## src/rtl/core/bpa_pkg.sv

```systemverilog
// Shared constants, codes and controller/datapath interface types for the
// block pool allocator. No dependencies.
package bpa_pkg;

   localparam int BLOCK_COUNT = 8;
   localparam int BLOCK_BYTES = 2097152;
   localparam int IDX_W       = $clog2(BLOCK_COUNT);
   localparam int LEN_W       = $clog2(BLOCK_COUNT + 1);

   typedef enum logic [1:0] {
      OP_ALLOC      = 2'd0,
      OP_REL_OFFSET = 2'd1,
      OP_REL_OWNER  = 2'd2,
      OP_NONE       = 2'd3
   } opcode_type;

   typedef enum logic [1:0] {
      STAT_GRANTED  = 2'd0,
      STAT_EMPTY    = 2'd1,
      STAT_RELEASED = 2'd2,
      STAT_NOMATCH  = 2'd3
   } status_type;

   typedef enum logic [3:0] {
      ST_IDLE   = 4'b0001,
      ST_ALLOC  = 4'b0010,
      ST_WALK   = 4'b0100,
      ST_FINISH = 4'b1000
   } state_type;

   // controller -> datapath
   typedef struct packed {
      logic load;     // capture request word, clear walk pointers
      logic alloc;    // pop free head onto used tail
      logic step;     // examine one used-list entry
      logic finish;   // commit walk, load response register
   } cmd_type;

   // datapath -> controller
   typedef struct packed {
      logic walk_done;
   } sts_type;

   function automatic logic [31:0] block_offset(input logic [IDX_W-1:0] idx);
      return 32'(idx) * 32'(BLOCK_BYTES);
   endfunction

endpackage

```

## src/rtl/core/bpa_ctrl.sv

```systemverilog
// Sequencer for the block pool allocator: handshakes and walk control.
// Depends on bpa_pkg.
module bpa_ctrl
   import bpa_pkg::*;
(
   input  logic       clock,
   input  logic       reset,
   input  logic       req_valid,
   input  logic [1:0] req_opcode,
   output logic       req_stall,
   output logic       rsp_valid,
   input  logic       rsp_stall,
   output cmd_type    cmd,
   input  sts_type    sts
);

   state_type state_ff, state_in;
   logic      rsp_valid_ff, rsp_valid_in;
   logic      out_free;

   assign req_stall = reset || (state_ff != ST_IDLE);
   assign rsp_valid = rsp_valid_ff;
   assign out_free  = !rsp_valid_ff || !rsp_stall;

   always_comb begin
      state_in = state_ff;
      cmd      = '0;
      unique case (state_ff)
         ST_IDLE: begin
            if (req_valid) begin
               cmd.load = 1'b1;
               unique case (req_opcode) inside
                  OP_ALLOC:                     state_in = ST_ALLOC;
                  OP_REL_OFFSET, OP_REL_OWNER: state_in = ST_WALK;
                  default:                      state_in = ST_FINISH;
               endcase
            end
         end
         ST_ALLOC: begin
            cmd.alloc = 1'b1;
            state_in  = ST_FINISH;
         end
         ST_WALK: begin
            if (sts.walk_done) begin
               state_in = ST_FINISH;
            end else begin
               cmd.step = 1'b1;
            end
         end
         ST_FINISH: begin
            if (out_free) begin
               cmd.finish = 1'b1;
               state_in   = ST_IDLE;
            end
         end
         default: state_in = ST_IDLE;
      endcase
   end

   assign rsp_valid_in = cmd.finish || (rsp_valid_ff && rsp_stall);

   always_ff @(posedge clock) begin
      if (reset) begin
         state_ff     <= ST_IDLE;
         rsp_valid_ff <= 1'b0;
      end else begin
         state_ff     <= state_in;
         rsp_valid_ff <= rsp_valid_in;
      end
   end

endmodule

```

## src/rtl/core/bpa_datapath.sv

```systemverilog
// Free stack, used list, owner tags, walk pointers and response register.
// Depends on bpa_pkg; driven by bpa_ctrl commands.
module bpa_datapath
   import bpa_pkg::*;
(
   input  logic        clock,
   input  logic        reset,
   input  cmd_type     cmd,
   output sts_type     sts,
   input  logic [1:0]  req_opcode,
   input  logic [31:0] req_owner_id,
   input  logic [31:0] req_release_offset,
   output logic [1:0]  rsp_status,
   output logic [23:0] rsp_granted_offset,
   output logic [3:0]  rsp_released_count,
   output logic [3:0]  rsp_free_count
);

   // free list kept as a stack: entry free_len-1 is the list head
   logic [IDX_W-1:0] stk_ff   [BLOCK_COUNT];
   logic [IDX_W-1:0] stk_in   [BLOCK_COUNT];
   logic [IDX_W-1:0] used_ff  [BLOCK_COUNT];
   logic [IDX_W-1:0] used_in  [BLOCK_COUNT];
   logic [31:0]      owner_ff [BLOCK_COUNT];
   logic [31:0]      owner_in [BLOCK_COUNT];

   logic [LEN_W-1:0] free_len_ff, free_len_in;
   logic [LEN_W-1:0] used_len_ff, used_len_in;
   logic [LEN_W-1:0] rd_ff, rd_in;
   logic [LEN_W-1:0] wr_ff, wr_in;
   logic [LEN_W-1:0] rel_cnt_ff, rel_cnt_in;
   logic [1:0]       op_ff, op_in;
   logic [31:0]      owner_id_ff, owner_id_in;
   logic [31:0]      offset_ff, offset_in;
   logic             grant_ok_ff, grant_ok_in;
   logic [IDX_W-1:0] grant_blk_ff, grant_blk_in;

   logic [1:0]       status_ff, status_in;
   logic [23:0]      goff_ff, goff_in;
   logic [3:0]       rcnt_ff, rcnt_in;
   logic [3:0]       fcnt_ff, fcnt_in;

   logic [IDX_W-1:0] walk_blk;
   logic [IDX_W-1:0] head_blk;
   logic             hit;

   assign walk_blk = used_ff[rd_ff[IDX_W-1:0]];
   assign head_blk = stk_ff[IDX_W'(free_len_ff - 1'b1)];
   assign sts.walk_done = (rd_ff == used_len_ff);

   always_comb begin
      if (op_ff == OP_REL_OFFSET) begin
         hit = (rel_cnt_ff == '0) && (block_offset(walk_blk) == offset_ff);
      end else begin
         hit = (owner_ff[walk_blk] == owner_id_ff);
      end
   end

   always_comb begin
      stk_in       = stk_ff;
      used_in      = used_ff;
      owner_in     = owner_ff;
      free_len_in  = free_len_ff;
      used_len_in  = used_len_ff;
      rd_in        = rd_ff;
      wr_in        = wr_ff;
      rel_cnt_in   = rel_cnt_ff;
      op_in        = op_ff;
      owner_id_in  = owner_id_ff;
      offset_in    = offset_ff;
      grant_ok_in  = grant_ok_ff;
      grant_blk_in = grant_blk_ff;
      status_in    = status_ff;
      goff_in      = goff_ff;
      rcnt_in      = rcnt_ff;
      fcnt_in      = fcnt_ff;

      if (cmd.load) begin
         op_in       = req_opcode;
         owner_id_in = req_owner_id;
         offset_in   = req_release_offset;
         rd_in       = '0;
         wr_in       = '0;
         rel_cnt_in  = '0;
         grant_ok_in = 1'b0;
      end

      if (cmd.alloc && (free_len_ff != '0)) begin
         free_len_in                           = free_len_ff - 1'b1;
         owner_in[head_blk]                    = owner_id_ff;
         used_in[used_len_ff[IDX_W-1:0]]       = head_blk;
         used_len_in                           = used_len_ff + 1'b1;
         grant_ok_in                           = 1'b1;
         grant_blk_in                          = head_blk;
      end

      // compacting walk: kept entries slide down to the write pointer
      if (cmd.step) begin
         rd_in = rd_ff + 1'b1;
         if (hit) begin
            stk_in[free_len_ff[IDX_W-1:0]] = walk_blk;
            free_len_in                    = free_len_ff + 1'b1;
            rel_cnt_in                     = rel_cnt_ff + 1'b1;
         end else begin
            used_in[wr_ff[IDX_W-1:0]] = walk_blk;
            wr_in                     = wr_ff + 1'b1;
         end
      end

      if (cmd.finish) begin
         goff_in = '0;
         rcnt_in = '0;
         fcnt_in = 4'(free_len_ff);
         case (op_ff) inside
            OP_ALLOC: begin
               status_in = grant_ok_ff ? STAT_GRANTED : STAT_EMPTY;
               if (grant_ok_ff) begin
                  goff_in = 24'(block_offset(grant_blk_ff));
               end
            end
            OP_REL_OFFSET, OP_REL_OWNER: begin
               used_len_in = wr_ff;
               rcnt_in     = 4'(rel_cnt_ff);
               status_in   = (rel_cnt_ff != '0) ? STAT_RELEASED : STAT_NOMATCH;
            end
            default: status_in = STAT_NOMATCH;
         endcase
      end
   end

   always_ff @(posedge clock) begin
      if (reset) begin
         for (int i = 0; i < BLOCK_COUNT; i++) begin
            stk_ff[i] <= IDX_W'(BLOCK_COUNT - 1 - i);
         end
         free_len_ff <= LEN_W'(BLOCK_COUNT);
         used_len_ff <= '0;
         rd_ff       <= '0;
         wr_ff       <= '0;
         rel_cnt_ff  <= '0;
         op_ff       <= OP_NONE;
         grant_ok_ff <= 1'b0;
      end else begin
         stk_ff      <= stk_in;
         free_len_ff <= free_len_in;
         used_len_ff <= used_len_in;
         rd_ff       <= rd_in;
         wr_ff       <= wr_in;
         rel_cnt_ff  <= rel_cnt_in;
         op_ff       <= op_in;
         grant_ok_ff <= grant_ok_in;
      end
   end

   // payload: only entries of live used blocks are ever read
   always_ff @(posedge clock) begin
      used_ff      <= used_in;
      owner_ff     <= owner_in;
      owner_id_ff  <= owner_id_in;
      offset_ff    <= offset_in;
      grant_blk_ff <= grant_blk_in;
      status_ff    <= status_in;
      goff_ff      <= goff_in;
      rcnt_ff      <= rcnt_in;
      fcnt_ff      <= fcnt_in;
   end

   assign rsp_status         = status_ff;
   assign rsp_granted_offset = goff_ff;
   assign rsp_released_count = rcnt_ff;
   assign rsp_free_count     = fcnt_ff;

endmodule

```

## src/rtl/core/block_pool_allocator_top.sv

```systemverilog
// Top level of the block pool allocator: sequencer plus datapath.
// Depends on bpa_pkg, bpa_ctrl, bpa_datapath.
//
// Hands out fixed-size memory blocks (BLOCK_COUNT blocks of BLOCK_BYTES each)
// from a LIFO free list and keeps allocated blocks on a used list in
// allocation order, each tagged with a 32-bit owner. One request word in,
// exactly one response word out. Opcodes: allocate (pop free head, tag it,
// return its byte offset or "no free block"), release by offset (free the
// first used block at that offset) and release by owner (free every block of
// that owner, in used-list order). Freed blocks go to the free head, so a
// release followed by allocate hands back the last block freed. One request
// is handled at a time. An allocate passes through the alloc and finish
// states before its response word is loaded. A release walks the used list
// (up to BLOCK_COUNT entries), examining and compacting one entry per cycle,
// then goes to the finish state. Unused opcode 3 goes straight to the finish
// state and responds "nothing matched". The next request can be accepted at
// the edge after the response is loaded, even if that response is still
// stalled downstream. A stalled response only holds up the end of the
// following request. req_stall is high during reset. No init pass: the free
// list is valid straight out of reset.
module block_pool_allocator_top
   import bpa_pkg::*;
(
   input  logic        clock,
   input  logic        reset,
   // request word
   input  logic        req_valid,
   output logic        req_stall,
   input  logic [1:0]  req_opcode,
   input  logic [31:0] req_owner_id,
   input  logic [31:0] req_release_offset,
   // response word
   output logic        rsp_valid,
   input  logic        rsp_stall,
   output logic [1:0]  rsp_status,
   output logic [23:0] rsp_granted_offset,
   output logic [3:0]  rsp_released_count,
   output logic [3:0]  rsp_free_count
);

   cmd_type cmd;
   sts_type sts;

   bpa_ctrl u_ctrl (
      .clock      (clock),
      .reset      (reset),
      .req_valid  (req_valid),
      .req_opcode (req_opcode),
      .req_stall  (req_stall),
      .rsp_valid  (rsp_valid),
      .rsp_stall  (rsp_stall),
      .cmd        (cmd),
      .sts        (sts)
   );

   bpa_datapath u_dp (
      .clock              (clock),
      .reset              (reset),
      .cmd                (cmd),
      .sts                (sts),
      .req_opcode         (req_opcode),
      .req_owner_id       (req_owner_id),
      .req_release_offset (req_release_offset),
      .rsp_status         (rsp_status),
      .rsp_granted_offset (rsp_granted_offset),
      .rsp_released_count (rsp_released_count),
      .rsp_free_count     (rsp_free_count)
   );

endmodule

```

## config.mk

```make
export PLATFORM = sky130hd
export DESIGN_NAME = block_pool_allocator_top
export DESIGN_NICKNAME = d
export VERILOG_FILES = /design/src/rtl/core/bpa_pkg.sv /design/src/rtl/core/bpa_ctrl.sv /design/src/rtl/core/bpa_datapath.sv /design/src/rtl/core/block_pool_allocator_top.sv
export SDC_FILE = /design/constraint.sdc
export NUM_CORES = 1
export LEC_CHECK = 0
export BUFFER_PORTS_ARGS = -buffer_cell sky130_fd_sc_hd__buf_4
export CAP_MARGIN = 20
export CORE_ASPECT_RATIO = 0.9
export CORE_MARGIN = 5
export CORE_UTILIZATION = 26
export CTS_CLUSTER_DIAMETER = 50
export DETAILED_ROUTE_END_ITERATION = 7
export PLACE_DENSITY_LB_ADDON = 0.08
export SYNTH_ARGS = -nofsm -noshare
export SYNTH_HDL_FRONTEND = slang
export SYNTH_SLANG_ARGS = --single-unit
export TNS_END_PERCENT = 10
```

## constraint.sdc

```tcl
create_clock -name clock -period 4.8 [get_ports clock]
set_clock_uncertainty 0.2 [all_clocks]
set_input_delay 0.72 -clock clock [delete_from_list [all_inputs] [get_ports clock]]
set_output_delay 0.72 -clock clock [all_outputs]
set_load 0.05 [all_outputs]
```

==> metrics, run 1 <==
status finished, final reports clean; post-synthesis mux area share 11.81%; overall routing resource usage around an eighth; Worst-Margin Slew 675.6 ps; Critical R2R Launch u_dp.rd_ff[0]$_SDFFE_PP0P_; worst r2r dst u_dp.stk_ff[18]$_SDFFE_PP0P_; Post-DRT Antenna Nets 0; Hold Path Stages 1; CP Data Required Time 5080 ps; post-synthesis compound-gate area fraction 4.335%; vias in the first global route 10,290; synthesized area 17,150 um2; crit path max fanout 43; Design Power 8.798 mW; GRT Residual Overflow 0; share of layout cells above drive strength 1 20.97%; dpl cells 2,147; crit share post-route 98.58%; GR peak layer met2; fill cell count 6,453; Worst setup EP type register; fraction of the mapped netlist area in simple logic gates 9.946%; Synth area leaders edfxtp_1 (59%), dfxtp_1 (8.9%), mux2i_1 (8.8%), nand2_1 (3.6%), a32oi_1 (2.1%); antenna cells 0; # setup viols final 0; fraction of registers with async set/reset 0%; Crit path arrival time 5010 ps; grt met1 use between 15 and 20%; CTS tree done; hold worst-path end u_dp.owner_id_ff[10]$_DFFE_PP_; Starting Density 26.19%; Sink Count 412; Unique masters post-synth 61; Layout Cells excl Fill 2,252; cts hold-fix bufs 0; leading area contributor after synthesis edfxtp_1; clk buf depth 3; Initial DRC Count 554; Post-CTS Setup Bufs 0; leakage 7.492 nW; Finished Cell Area 21,060 um2; Final Max Tran Viols 0; worst hold slack around 80 ps; initial antenna violation count 0; most common cell in the netlist edfxtp_1; Yosys reg bits about 410; largest net degree at the start of global routing 63; clk root buf clkbuf_16; drt via density 4.403; reg2reg path depth 15; DP Area 19,200 um2; DRC viols 0; XOR/XNOR Fraction of Synth Area 2.043%; max_slew headroom 54.86%; max cap viols 0; global-route wire length before repair ~67,000 um; PortBufs 84; worst IR drop on VDD ~0.24 mV; DP HPWL 26,600 um; net count reported at finish 1,423; Startpoint Class register; Synth top area share 58.84%; die width 280.7 um; R2R Setup Slk 70 ps; Routed WL 44,650 um; Synth Instances between 1,000 and 1,500; Multi-input gate area 5119 um2; met2 Use GR between 20% and 30%; Reg area 11,610 um2; RePlAce Congestion 0.7020; f_max 211.3 MHz; CTS Buf Count 57; met3 Use GR under 10%; top_reg_cell synth edfxtp_1; PwrDens 417.7 nW/um2; Worst-Skew Late Latency 610 ps; Post-synth EDFFs 336; die area 71,190 um2; Synth Area in Adders 0.8027%; Hold Fails Final Rpt 0; via total after detailed routing 9,916; Synth top cells by count edfxtp_1 (336), nand2_1 (166), mux2i_1 (151); synthesized area per cell 14.31 um2; sequential area share after synthesis 67.72%; HP Start req_owner_id[10]; Std-Cell Core Area 65,480 um2; Syn. warnings 0; die height about 250 um; min-delay worst type input port to register; Worst-path clk slew 60 ps; RSZ-0062 raised after global routing yes; Final min period 4732 ps; Crit Path Category register to register; H-tree depth 2; area grow syn2layout 22.83%; largest family of logic cells by synthesized area multiplexers; Pre-antenna DRT Iters 4; row count 89; Ports 106; DR WL/cell 19.83 um
## worst max-delay path by stage
| stage | end | slack [ps] | cells past startpoint | startpoint |
|---|---|---|---|---|
| 3_3_place_gp | u_dp.stk_ff[18]$_SDFFE_PP0P_ | -30 | 15 | u_dp.rd_ff[0]$_SDFFE_PP0P_ |
| 4_1_cts | u_dp.stk_ff[18]$_SDFFE_PP0P_ | 8 | 15 | u_dp.rd_ff[0]$_SDFFE_PP0P_ |
| 2_1_floorplan | u_dp.owner_ff[192]$_DFFE_PP_ | 320 | 8 | u_dp.free_len_ff[0]$_SDFF_PP0_ |
| 5_1_grt | u_dp.stk_ff[18]$_SDFFE_PP0P_ | -100 | 15 | u_dp.rd_ff[0]$_SDFFE_PP0P_ |
| 6_report | u_dp.stk_ff[18]$_SDFFE_PP0P_ | 70 | 15 | u_dp.rd_ff[0]$_SDFFE_PP0P_ |
| 3_5_place_dp | u_dp.stk_ff[18]$_SDFFE_PP0P_ | -80 | 15 | u_dp.rd_ff[0]$_SDFFE_PP0P_ |
## per-stage QoR
stage	TNS [ps]	setup WS, ps	utilization (%)
5_1_grt	-629.2	-104.1	32.16
6_report	0	68.14	32.16
3_3_place_gp	-43.89	-30.01	29.33
4_1_cts	0	8.265	32.16
2_1_floorplan	0	315.6	-
3_5_place_dp	-351.4	-84.25	29.33
## critical path, stage by stage, from the launching register on
cell     delay [ps]
dfxtp_2         400
mux2_1          340
mux4_4          650
buf_12          230
buf_12          200
mux2i_1         120
a32oi_1         160
nand2_1         100
xor2_1          220
nand4_1         310
nor4_4          340
buf_4           190
a31oi_1          90
buf_4           210
or4_1           480
mux2_1          340
## area by class of cell
class	count	share of cell area, %
sequential	412	55.14
clock buffer	69	6.987
clock inverter	36	1.764
tap	864	5.133
inverter	16	0.2911
multi-input combinational	706	24.30
timing repair buffer	149	6.381
## metal layers
| metal | routed length, um | part of all wire, % |
|---|---|---|
| met5 | 0 | 0 |
| met4 | 1047 | 2.3 |
| met3 | 1495 | 3.3 |
| met2 | 21320 | 48 |
| met1 | 20790 | 47 |
## flip-flops by register name, indices dropped and copies added, names as in the netlist
signal / flops
u_dp.owner_ff: 256
u_dp.offset_ff: 32
u_dp.owner_id_ff: 32
u_dp.stk_ff: 24
u_dp.used_ff: 24
u_ctrl.state_ff: 4
u_dp.free_len_ff: 4
u_dp.rd_ff: 4
u_dp.rel_cnt_ff: 4
u_dp.rsp_free_count: 4
u_dp.rsp_released_count: 4
u_dp.used_len_ff: 4
u_dp.wr_ff: 4
u_dp.grant_blk_ff: 3
u_dp.rsp_granted_offset: 3
u_dp.op_ff: 2
u_dp.rsp_status: 2
u_ctrl.rsp_valid: 1
u_dp.grant_ok_ff: 1
## placed cells by master (no fill, tap or decap), types with 16 or more instances in the layout
cell type / Yosys / routed
a21oi_1: 20 / 19
a32oi_1: 42 / 42
buf_12: 0 / 18
buf_4: 28 / 131
clkbuf_16: 0 / 57
conb_1: 1 / 21
dfxtp_1: 76 / 75
edfxtp_1: 336 / 336
mux2i_1: 151 / 151
nand2_1: 166 / 166
nand3_1: 29 / 29
nand4_1: 19 / 19
nor2_1: 57 / 49
nor2b_1: 16 / 16
xor2_1: 38 / 37
## power by group
part	switching, mW	total [mW]	internal (mW)
clock	1.63	4.10	2.47
combinational	0.412	0.641	0.229
sequential	0.0856	4.05	3.97
## cell families (layout without fill, tap and decap cells)
| family | Yosys count | after routing |
|---|---|---|
| AOI/OAI and AO/OA | 96 | 96 |
| other | 1 | 21 |
| DFF | 412 | 412 |
| xor gates and xnor gates | 40 | 40 |
| adders and majority gates | 11 | 11 |
| buffers and inverters | 100 | 270 |
| muxes | 183 | 183 |
| and+or+nand+nor | 355 | 355 |
## what timing repair did
| item | 4_1_cts | 5_1_grt |
|---|---|---|
| resized for setup | 2 | 1 |
| setup endpoints to repair | 16 | 40 |
| pin swaps | 1 | 0 |
| endpoints found under the hold margin | 0 | 0 |
(Power assumes the default switching activity.)
==> run 2, diff against run 1 <==
Clock period 4.8 ns to 4.05 ns, I/O delays scaled along.
==> metrics, run 2 (synthesis gave the netlist of run 1 again) <==
status finished with violations; failing checks negative setup slack; DRC viols 0 (unchanged); dpl cells 2,191 (+2.0%); clk root buf clkbuf_16; Worst setup EP type register; f_max 225.1 MHz (+6.5%); Hold Fails Final Rpt 0 (unchanged); Design Power 10.62 mW (+21%); setup TNS -11,970 ps (-11,970 ps); antenna cells 0 (unchanged); Post-DRT Antenna Nets 0 (unchanged); final worst slack -393.3 ps (-461.4 ps); Worst-path clk slew 50 ps (about the same); biggest regs u_dp.owner_ff: 256 flops, u_dp.offset_ff: 32 flops, u_dp.owner_id_ff: 32 flops; RePlAce Congestion 0.7286 (+3.8%); leading cell type in the layout, fill and taps excluded edfxtp_1; net count reported at finish 1,544 (+8.5%); RSZ-0062 raised after global routing yes; Crit path arrival time 4800 ps (-210 ps); crit share post-route 109.7% (+11 points); worst r2r dst u_dp.rel_cnt_ff[2]$_SDFF_PP0_; CP Data Required Time 4410 ps (-670 ps); crit path max fanout 9 (-79%); min-delay worst type input port to register; Initial DRC Count 497 (-10%); row count 89 (unchanged); clk buf depth 3 (unchanged); largest net degree at the start of global routing 50 (-21%); met3 wire len 1369 um (-8.4%); worst IR drop on VDD 0.2834 mV (+17%); global-route wire length before repair 70,390 um (+5.2%); max FFs per register 256 (unchanged); reg2reg path depth 15 (unchanged); Final min period 4443 ps (-288.6 ps); PwrDens 469.4 nW/um2 (+12%); overall routing resource usage 12.95% (+0.52 points); Routed WL 46,350 um (+3.8%); Final Max Tran Viols 0 (unchanged); met2 wire length 21,610 um (+1.4%); Sink Count 412 (unchanged); commonest cells after routing, fill and taps aside edfxtp_1 (336), nand2_1 (166), buf_4 (161); Crit Path Category register to register; die area 71,190 um2 (unchanged); Starting Density 26.19% (unchanged); CTS Buf Count 58 (+1.8%); DR WL/cell 19.52 um (-1.5%); R2R Setup Slk -390 ps (-460 ps); die height 253.6 um (unchanged); die width 280.7 um (unchanged); M1 wire length 22,420 um (+7.9%); Top Layer Used met4; area grow syn2layout 31.89%; max_slew headroom 55.37% (+0.51 points); HP Start req_opcode[0]; max cap viols 0 (unchanged); PortBufs 84 (unchanged); DP HPWL 28,160 um (+5.8%); share of layout cells above drive strength 1 24.57% (+3.6 points); # setup viols final 60 (+60); Pre-antenna DRT Iters 5 (+1); Worst-Margin Slew 664.3 ps (-11.28 ps); Placement Setup Slack -714.7 ps (-630.5 ps); Worst-Skew Late Latency 620 ps (about the same); Std-Cell Core Area 65,480 um2 (unchanged); drt via density 4.447 (+0.98%); initial antenna violation count 1 (+1); leakage 8.162 nW (+9.0%); Top reg by flops u_dp.owner_ff; Critical R2R Launch u_dp.rd_ff[0]$_SDFFE_PP0P_; Layout Cells excl Fill 2,374 (+5.4%); H-tree depth 2 (unchanged); CTS tree done; hold worst-path end u_dp.op_ff[0]$_SDFFE_PP1P_; GRT Residual Overflow 0 (unchanged); Hold Path Stages 3 (+2); Ports 106 (unchanged); Startpoint Class register; vias in the first global route 10,950 (+6.4%); via total after detailed routing 10,560 (+6.5%)
-- run 2: changes by cell type in the layout (fill, tap and decap cells not counted), sizes merged --
cell         previous run  this run
bufbuf                  0         2
dlygate4sd3             0        65
buf                   149       202
inv                    25        21
clkinv                 17        22
clkinvlp                5         6
-- run 2: stage by stage --
step / hold slack [ps] / instance area [um2] / utilization (%)
4_1_cts: 4.163 / 22550 / 34.43
3_3_place_gp: 265.6 / 19700 / 30.08
3_5_place_dp: 272.3 / 19700 / 30.08
2_1_floorplan: 206.4 / 17220 / -
5_1_grt: 49.12 / 22610 / 34.54
6_report: 55.38 / 22610 / 34.54
-- run 2: final cells by class --
cell class / instances / area [um2]
fillers: 6408 / 42860
flip-flops and latches: 412 / 11610
multi-input cells: 706 / 5266
repair buffers: 269 / 2706
clock buffers: 69 / 1493
well taps: 864 / 1081
clock inverters: 38 / 391.6
inverters: 16 / 61.31
-- run 2: power by group --
group          switching, mW  internal [mW]  total [mW]
Sequential            0.0960           4.70        4.80
Combinational          0.505          0.386       0.891
Clock                   1.96           2.97        4.93
Total                   2.56           8.06        10.6
-- run 2: worst max-delay path by stage --
| stage | startpoint | endpoint | slack [ps] |
|---|---|---|---|
| floorplan | u_dp.free_len_ff[0]$_SDFF_PP0_ | u_dp.owner_ff[192]$_DFFE_PP_ | -430 |
| global placement | u_dp.rd_ff[0]$_SDFFE_PP0P_ | u_dp.stk_ff[6]$_SDFFE_PP0P_ | -730 |
| detailed placement | u_dp.rd_ff[0]$_SDFFE_PP0P_ | u_dp.stk_ff[6]$_SDFFE_PP0P_ | -710 |
| CTS | u_dp.rd_ff[0]$_SDFFE_PP0P_ | u_dp.stk_ff[18]$_SDFFE_PP0P_ | -450 |
| global route | u_dp.rd_ff[0]$_SDFFE_PP0P_ | u_dp.rel_cnt_ff[2]$_SDFF_PP0_ | -570 |
| finish | u_dp.rd_ff[0]$_SDFFE_PP0P_ | u_dp.rel_cnt_ff[2]$_SDFF_PP0_ | -390 |
-- run 2: metal layers --
layer / global-route usage (%) / vias to the layer above
li1: - / 5009
met1: 18.18 / 5329
met2: 20.94 / 149
met3: 2.122 / 69
met4: 3.511 / 0
met5: 0 / -
-- run 2: critical path: stages (launching register included) --
cell,delay [ps]
dfxtp_4,390
mux2_4,300
mux4_4,700
bufbuf_16,320
buf_4,180
mux2i_1,120
a32oi_1,170
nand2_1,90
xor2_1,170
nand4_1,260
nor4_4,310
buf_4,170
a31oi_4,120
buf_6,200
or4b_2,610
nand3_1,100
-- run 2: repair_timing --
action / 4_1_cts / 5_1_grt
hold buffers: 65 / 0
cloned: 4 / 0
endpoints found under the setup margin: 60 / 60
pin swaps: 9 / 6
gates resized for setup: 30 / 16
buffers inserted: 6 / 1
hold endpoints to repair: 65 / 0
